File: config.mk
export PLATFORM = sky130hd
export DESIGN_NAME = buddy_bitmap_allocator
export DESIGN_NICKNAME = d
export VERILOG_FILES = /design/src/rtl/core/bba_pkg.sv /design/src/rtl/core/bba_div.sv /design/src/rtl/core/buddy_bitmap_allocator.sv
export SDC_FILE = /design/constraint.sdc
export NUM_CORES = 2
export LEC_CHECK = 0
export ABC_CLOCK_PERIOD_IN_PS = 8200
export BUFFER_PORTS_ARGS = -buffer_cell sky130_fd_sc_hd__buf_2
export CAP_MARGIN = 25
export CORE_MARGIN = 5
export CORE_UTILIZATION = 40
export CTS_CLUSTER_DIAMETER = 30
export DETAILED_ROUTE_END_ITERATION = 7
export GPL_TIMING_DRIVEN = 0
export PLACE_DENSITY = 0.69
export SLEW_MARGIN = 30
export SYNTH_ARGS = -nofsm -noshare
export SYNTH_HDL_FRONTEND = slang
export SYNTH_SLANG_ARGS = --single-unit
export TNS_END_PERCENT = 1
File: constraint.sdc
create_clock -name clk -period 8.2 [get_ports clk]
set_input_delay 0.82 -clock clk [delete_from_list [all_inputs] [get_ports clk]]
set_output_delay 0.82 -clock clk [all_outputs]
set_load 0.1 [all_outputs]
File: src/rtl/core/bba_pkg.sv
package bba_pkg;

	typedef enum logic [1:0] {
		ST_DONE     = 2'd0,
		ST_FULL     = 2'd1,
		ST_BAD_SIZE = 2'd2
	} status_t;

	localparam logic ACT_ALLOC = 1'b0;
	localparam logic ACT_FREE  = 1'b1;

	localparam int unsigned CFG_POOL_SIZE = 0;
	localparam int unsigned CFG_BASE_ADDR = 1;

	typedef struct packed {
		logic        start;
		logic [31:0] dividend;
		logic [31:0] divisor;
	} div_req_t;

	typedef struct packed {
		logic        done;
		logic [31:0] quotient;
	} div_rsp_t;

endpackage

File: src/rtl/core/bba_div.sv
// Restoring divider, one quotient bit per cycle.
module bba_div (
	input  logic              clk,
	input  logic              arst_n,
	input  bba_pkg::div_req_t req,
	output bba_pkg::div_rsp_t rsp
);

	logic [31:0] quo_q;
	logic [32:0] rem_q;
	logic [31:0] dsr_q;
	logic [5:0]  cnt_q;
	logic        busy_q;
	logic        done_q;
	logic [32:0] shifted;
	logic [32:0] diff;

	assign shifted = {rem_q[31:0], quo_q[31]};
	assign diff    = shifted - {1'b0, dsr_q};

	always_ff @(posedge clk or negedge arst_n) begin
		if (!arst_n) begin
			busy_q <= 1'b0;
			done_q <= 1'b0;
			cnt_q  <= '0;
		end else begin
			done_q <= 1'b0;
			if (req.start) begin
				busy_q <= 1'b1;
				cnt_q  <= 6'd32;
				quo_q  <= req.dividend;
				rem_q  <= '0;
				dsr_q  <= req.divisor;
			end else if (busy_q) begin
				if (!diff[32]) begin
					rem_q <= diff;
					quo_q <= {quo_q[30:0], 1'b1};
				end else begin
					rem_q <= shifted;
					quo_q <= {quo_q[30:0], 1'b0};
				end
				cnt_q <= cnt_q - 6'd1;
				if (cnt_q == 6'd1) begin
					busy_q <= 1'b0;
					done_q <= 1'b1;
				end
			end
		end
	end

	assign rsp.done     = done_q;
	assign rsp.quotient = quo_q;

endmodule

File: src/rtl/core/buddy_bitmap_allocator.sv
// Buddy allocator over a pool of pool_size bytes at base_address.
// Slave channel s_axis_*: one request per transfer, tuser = action,
// tdata = {free_address, request_size} from the high bit down.
// Master channel m_axis_*: one result per request, tdata = {block_level,
// block_address, status} from the high bit down (status bits 1:0).
// Configuration: cfg_we/cfg_index/cfg_data, write only while idle.
// Steps from request transfer to m_axis_tvalid, block at level l:
//   allocate: level steps, then a search for the first clear node at level l,
//   then the subtree marks, the ancestor marks and the output register.
//   A full level goes from the search straight to the output register.
//   free: the serial divider maps the address to a leaf, then the level read,
//   the subtree clears, the ancestor clears up to the first busy buddy and
//   the output register.
//   A rejected request goes straight to the output register (a free whose
//   leaf lies past the pool only after the divider).
// One request is in flight at a time; the next is taken the cycle after
// the result is loaded. A stalled result waits in the output register while
// the next request is processed; that one waits until the first transfers.
// Reset clears the whole tree (pool free), pool_size to 4096, base to 0.
module buddy_bitmap_allocator #(
	parameter int LEVELS = 6
) (
	input  logic        clk,
	input  logic        arst_n,
	input  logic        s_axis_tvalid,
	output logic        s_axis_tready,
	input  logic        s_axis_tuser,  // action
	input  logic [63:0] s_axis_tdata,  // request_size, free_address
	output logic        m_axis_tvalid,
	input  logic        m_axis_tready,
	output logic [39:0] m_axis_tdata,  // status, block_address, block_level
	input  logic        cfg_we,
	input  logic        cfg_index,
	input  logic [31:0] cfg_data
);

	localparam int NODES = (1 << LEVELS) - 1;
	localparam int LEAVES = 1 << (LEVELS - 1);
	localparam int LW = (LEVELS > 1) ? LEVELS - 1 : 1;
	localparam int NW = LEVELS;

	typedef enum logic [3:0] {
		S_IDLE, S_LEVEL, S_SEARCH, S_MARK, S_UP, S_DIV, S_FREE_RD, S_FREE_UP, S_OUT
	} state_t;

	state_t       state_q;
	logic [31:0]  pool_q, base_q;
	logic [NODES-1:0] tree_q;
	logic [2:0]   lol_q [LEAVES];
	logic [31:0]  req_q;
	logic [32:0]  bsize_q;
	logic [2:0]   lvl_q;
	logic [NW-1:0] node_q;   // node within level
	logic [NW-1:0] mlvl_q;   // sweep level
	logic [NW:0]  mcnt_q;
	logic [NW-1:0] mfirst_q;
	logic         mval_q;
	logic [1:0]   status_q;
	logic [31:0]  addr_q;
	logic [36:0]  res_q;
	logic         ovalid_q;

	logic [31:0] leaf_size;
	logic [32:0] usable;
	bba_pkg::div_req_t dreq;
	bba_pkg::div_rsp_t drsp;

	assign leaf_size = pool_q >> (LEVELS - 1);
	assign usable    = {1'b0, leaf_size} << (LEVELS - 1);

	bba_div u_div (.clk(clk), .arst_n(arst_n), .req(dreq), .rsp(drsp));

	assign dreq.start    = (state_q == S_IDLE) && s_axis_tvalid
		&& s_axis_tuser == bba_pkg::ACT_FREE && leaf_size != 32'd0;
	assign dreq.dividend = s_axis_tdata[63:32] - 32'd1 - base_q;
	assign dreq.divisor  = leaf_size;

	function automatic logic [NW-1:0] hidx(input logic [NW-1:0] l, input logic [NW-1:0] n);
		logic [NW:0] i;
		i = ({{NW{1'b0}}, 1'b1} << l) - 1'b1 + {1'b0, n};
		return (i < (NW+1)'(NODES)) ? i[NW-1:0] : '0;
	endfunction

	assign s_axis_tready = (state_q == S_IDLE);
	assign m_axis_tvalid = ovalid_q;
	assign m_axis_tdata  = {3'd0, res_q};

	logic [NW-1:0] buddy_idx;
	assign buddy_idx = hidx(NW'(lvl_q), node_q ^ NW'(1));

	always_ff @(posedge clk or negedge arst_n) begin
		if (!arst_n) begin
			state_q  <= S_IDLE;
			pool_q   <= 32'd4096;
			base_q   <= '0;
			tree_q   <= '0;
			res_q    <= '0;
			ovalid_q <= 1'b0;
		end else begin
			if (cfg_we) begin
				if (cfg_index == 1'(bba_pkg::CFG_POOL_SIZE)) pool_q <= cfg_data;
				else base_q <= cfg_data;
			end
			// S_OUT handles the output register itself
			if (ovalid_q && m_axis_tready && state_q != S_OUT) ovalid_q <= 1'b0;
			unique case (state_q)
				S_IDLE: begin
					if (s_axis_tvalid) begin
						req_q    <= s_axis_tdata[31:0];
						lvl_q    <= '0;
						addr_q   <= '0;
						status_q <= bba_pkg::ST_DONE;
						bsize_q  <= usable;
						node_q   <= '0;
						if (s_axis_tuser == bba_pkg::ACT_ALLOC) begin
							if (s_axis_tdata[31:0] == 32'd0 ||
							    {1'b0, s_axis_tdata[31:0]} > usable) begin
								status_q <= bba_pkg::ST_BAD_SIZE;
								state_q  <= S_OUT;
							end else state_q <= S_LEVEL;
						end else if (leaf_size == 32'd0) begin
							status_q <= bba_pkg::ST_BAD_SIZE;
							state_q  <= S_OUT;
						end else state_q <= S_DIV;
					end
				end
				S_LEVEL: begin
					if (bsize_q > {1'b0, leaf_size} && (bsize_q >> 1) > {1'b0, req_q}
					    && 32'(lvl_q) < LEVELS - 1) begin
						lvl_q   <= lvl_q + 3'd1;
						bsize_q <= bsize_q >> 1;
					end else state_q <= S_SEARCH;
				end
				S_SEARCH: begin
					if (!tree_q[hidx(NW'(lvl_q), node_q)]) begin
						mlvl_q   <= NW'(lvl_q);
						mfirst_q <= node_q;
						mcnt_q   <= '0;
						mval_q   <= 1'b1;
						addr_q   <= base_q + 32'(node_q) * bsize_q[31:0] + 32'd1;
						lol_q[LW'(node_q << (LEVELS - 1 - 32'(lvl_q)))] <= lvl_q;
						state_q  <= S_MARK;
					end else if ({1'b0, node_q} == ((NW+1)'(1) << lvl_q) - 1'b1) begin
						status_q <= bba_pkg::ST_FULL;
						state_q  <= S_OUT;
					end else node_q <= node_q + 1'b1;
				end
				S_MARK: begin
					tree_q[hidx(mlvl_q, mfirst_q + NW'(mcnt_q))] <= mval_q;
					if (mcnt_q == ((NW+1)'(1) << (mlvl_q - NW'(lvl_q))) - 1'b1) begin
						mcnt_q <= '0;
						if (32'(mlvl_q) == LEVELS - 1) begin
							mlvl_q  <= NW'(lvl_q);
							state_q <= mval_q ? S_UP : S_FREE_UP;
						end else begin
							mlvl_q   <= mlvl_q + 1'b1;
							mfirst_q <= mfirst_q << 1;
						end
					end else mcnt_q <= mcnt_q + 1'b1;
				end
				S_UP: begin
					if (mlvl_q == '0) state_q <= S_OUT;
					else begin
						mlvl_q   <= mlvl_q - 1'b1;
						mfirst_q <= (mlvl_q == NW'(lvl_q) ? node_q : mfirst_q) >> 1;
						tree_q[hidx(mlvl_q - 1'b1,
							(mlvl_q == NW'(lvl_q) ? node_q : mfirst_q) >> 1)] <= 1'b1;
					end
				end
				S_DIV: begin
					if (drsp.done) begin
						if (drsp.quotient >= 32'(LEAVES)) begin
							status_q <= bba_pkg::ST_BAD_SIZE;
							state_q  <= S_OUT;
						end else begin
							node_q  <= NW'(drsp.quotient);
							state_q <= S_FREE_RD;
						end
					end
				end
				S_FREE_RD: begin
					logic [2:0] l;
					l = lol_q[LW'(node_q)];
					if (32'(l) > LEVELS - 1) l = 3'(LEVELS - 1);
					lvl_q    <= l;
					node_q   <= node_q >> (LEVELS - 1 - 32'(l));
					mfirst_q <= node_q >> (LEVELS - 1 - 32'(l));
					mlvl_q   <= NW'(l);
					mcnt_q   <= '0;
					mval_q   <= 1'b0;
					state_q  <= S_MARK;
				end
				S_FREE_UP: begin
					// lvl_q reused as walking level; block level saved in mlvl_q
					if (lvl_q != '0 && !tree_q[buddy_idx]) begin
						lvl_q  <= lvl_q - 3'd1;
						node_q <= node_q >> 1;
						tree_q[hidx(NW'(lvl_q - 3'd1), node_q >> 1)] <= 1'b0;
					end else begin
						lvl_q   <= 3'(mlvl_q);
						state_q <= S_OUT;
					end
				end
				S_OUT: begin
					if (!ovalid_q || m_axis_tready) begin
						res_q    <= {lvl_q, addr_q, status_q};
						ovalid_q <= 1'b1;
						state_q  <= S_IDLE;
					end
				end
				default: state_q <= S_IDLE;
			endcase
		end
	end

endmodule
==> implementation parameters <==
Parameter                              Value

Die
  Area of the die    101000 sq um
  Core Box Area    93600 sq um
  DIE HEIGHT    318 microns
  Effective utilization at floorplan    0.404
  Core Rows    112
  Die Wd    318 microns
  Top-Level Pins    145

Logic synthesis
  Cell types with the highest counts after synthesis    sky130_fd_sc_hd__nand2_1, sky130_fd_sc_hd__inv_1, sky130_fd_sc_hd__edfxtp_1
  Post-synthesis register bit count    491
  Cell type with the highest aggregate area in the netlist    sky130_fd_sc_hd__edfxtp_1
  Commonest register cell after synthesis    sky130_fd_sc_hd__edfxtp_1
  Synthesis warning total    0
  Sequential cell area fraction in the yosys report    0.366
  Netlist area before placement    37800 sq um
  Number of synthesized flops with an enable pin    314
  Syn Area/Cell    9.67 sq um
  Area share of the largest cell type after synthesis    0.249
  Number of different library cells in the post-synthesis netlist    115
  Most common cell in the synthesized netlist    sky130_fd_sc_hd__nand2_1
  Post-Synthesis Cells    3910
  Leading post-synthesis cells by cell area    sky130_fd_sc_hd__edfxtp_1, sky130_fd_sc_hd__dfrtp_1, sky130_fd_sc_hd__ha_1
  Async SR Flop Fraction    0.350

Drt
  Number of iterations in the first detailed-routing pass    8
  DRC errors left    5
  Count of vias placed by the detailed router    34000
  Residual antenna-violating net count after detailed routing    0
  Drt wl/cell    23.7 microns
  Total wire length after detailed routing    131000 microns
  Initial DRC count    4453
  Vias per cell    6.12

Timing
  Transition time at the pin with the least slew margin    1.13 ns
  Headroom to the max-slew limit    0.241
  Final setup vio count    0
  Fmax achieved    131 MHz
  Time the worst path needs with I/O delays and setup    7.66 ns
  Setup repair after global routing missed its margin    false
  Setup TNS Final    0 ns
  Worst Clk Skew    0.0757 ns
  Share of the cycle needed by the critical path after routing    0.934
  Final hold viol count    0
  Slew Limit Fails    0

Finish
  Fillcell total    8626
  Area overhead of the layout relative to synthesis    18.5%
  Area of all sequential standard cells    13800 sq um
  Fin area    44800 sq um
  Fraction of final layout cells sized beyond drive strength 1    0.146
  Nets    4696
  Combined area of the multi-input logic cells    22100 sq um

Global routing
  Total Routing Usage GR    0.251
  First-pass GRT wire length    199000 microns
  Number of antenna violations at the first check in global routing    16
  Via count of the first global-routing pass    33000
  Gr ovfl total    0
  Largest net degree at the start of global routing    69

Setup path
  Data arrival time of the worst path    8.06 ns
  Number of logic stages on the critical path including buffering    21
  Crit start category    flop
  Critical path buffers and inverters    5
  CP top delay family    compound AO/OA/AOI/OAI gates
  Cells on worst reg2reg path    21
  Crit. End Element    flop
  Kind of critical path    reg2reg
  Data required time at the worst endpoint    8.60 ns
  Register-to-register setup slack    0.54 ns
  Slowest library cell on the worst path    sky130_fd_sc_hd__clkbuf_1
  Critical path peak fanout    10
  CP Cell Sequence    clkbuf_1 > clkbuf_1 > nand2_1 > fa_1 > inv_1 > ha_1 > inv_1 > fa_1 > fa_1 > inv_1 > ha_1 > a21o_1 > a2111oi_2 > o21ai_0 > a221o_1 > a221oi_1 > nor3_1 > nor3_1 > nor3_1 > o21ai_0 > nor3b_1
  Slowest Stage Delay on Critical Path    0.58 ns

Clocking
  Clock net sink count    491
  TritonCTS Buffers    113
  Cts repair resizes    0
  Clock transition at path regs    0.06 ns
  H-tree lvl count    3
  CTS Hold Buffers Added    0
  CTS tree    yes
  Clock Root Buffer    sky130_fd_sc_hd__clkbuf_16
  Number of buffers inserted by post-CTS setup repair    0
  Clock latency on the worst-skew pair    0.70 ns
  Buffer levels on the longest clock path    3

Place
  Final weighted congestion of routability-driven global placement    0.991
  Area of placed instances    40500 sq um
  Final HPWL DP    99500 microns
  Port-buffer cells    141

Outcome
  Failing checks    design-rule violations
  Outcome    finished with violations

Min path
  Min-Delay Path Class    in2async

Flow run
  Max_cap viols    0
cell families after synthesis:
family	share of synthesized area
AO/OA/AOI/OAI	0.180
XOR/XNOR	0.0352
adder cells (fa/ha/maj)	0.160
buffers and inverters	0.0532
flip-flops	0.366
multiplexers	0.0585
other	0.0000991
AND/OR/NAND/NOR	0.147
cells in the final DEF, fill, tap and decap left out, types with 43 or more instances in the layout:
master	n
sky130_fd_sc_hd__a21o_1	81
sky130_fd_sc_hd__a21oi_1	220
sky130_fd_sc_hd__a31oi_1	56
sky130_fd_sc_hd__a32oi_1	61
sky130_fd_sc_hd__a41oi_1	52
sky130_fd_sc_hd__and3_1	43
sky130_fd_sc_hd__buf_2	172
sky130_fd_sc_hd__clkbuf_1	126
sky130_fd_sc_hd__clkbuf_16	117
sky130_fd_sc_hd__dfrtp_1	171
sky130_fd_sc_hd__edfxtp_1	314
sky130_fd_sc_hd__fa_1	147
sky130_fd_sc_hd__ha_1	249
sky130_fd_sc_hd__inv_1	332
sky130_fd_sc_hd__mux2_2	77
sky130_fd_sc_hd__nand2_1	493
sky130_fd_sc_hd__nand3_1	104
sky130_fd_sc_hd__nor2_1	186
sky130_fd_sc_hd__nor3_1	82
sky130_fd_sc_hd__o21ai_0	288
sky130_fd_sc_hd__xnor2_1	78
sky130_fd_sc_hd__xor2_1	62
layout make-up:
type | instances | share of cell area
clock buffer | 127 | 0.0673
timing repair buffer | 170 | 0.0225
buffer | 177 | 0.0169
clock inverter | 87 | 0.0272
tap | 1254 | 0.0350
multi-input combinational | 2909 | 0.494
inverter | 335 | 0.0281
antenna | 8 | 0.000447
sequential | 491 | 0.309
routing by layer:
metal | vias to the layer above | global-route usage | routed length, microns
li1 | 15000 | - | -
met1 | 16500 | 0.343 | 53000
met2 | 2032 | 0.380 | 57100
met3 | 439 | 0.0638 | 14700
met4 | 14 | 0.109 | 6660
met5 | - | 0 | 75
metrics by stage:
step / worst slack (ns) / instances / hold slack, ns / util
after floorplan: 0.0706 / 3912 / 0.447 / -
after global placement: -3.75 / 5307 / 0.458 / 0.428
after detailed placement: 0.483 / 5335 / 0.464 / 0.433
after CTS: 0.458 / 5549 / 0.279 / 0.478
after global routing: 0.183 / 5550 / 0.283 / 0.479
final: 0.541 / 5558 / 0.262 / 0.479
worst paths after layout:
kind,to,start
min in group clk,req_q[20],s_axis_tdata[20]
max reg2reg,addr_q[31],node_q[1]
min reg2reg,res_q[34],res_q[34]
max in group asynchronous,res_q[0],arst_n
min,u_div.cnt_q[2],arst_n
max,addr_q[31],node_q[1]
Power is left out: the tool's default activity adds up to more than one toggle a clock period on the data nets, which glitch-free logic cannot reach.
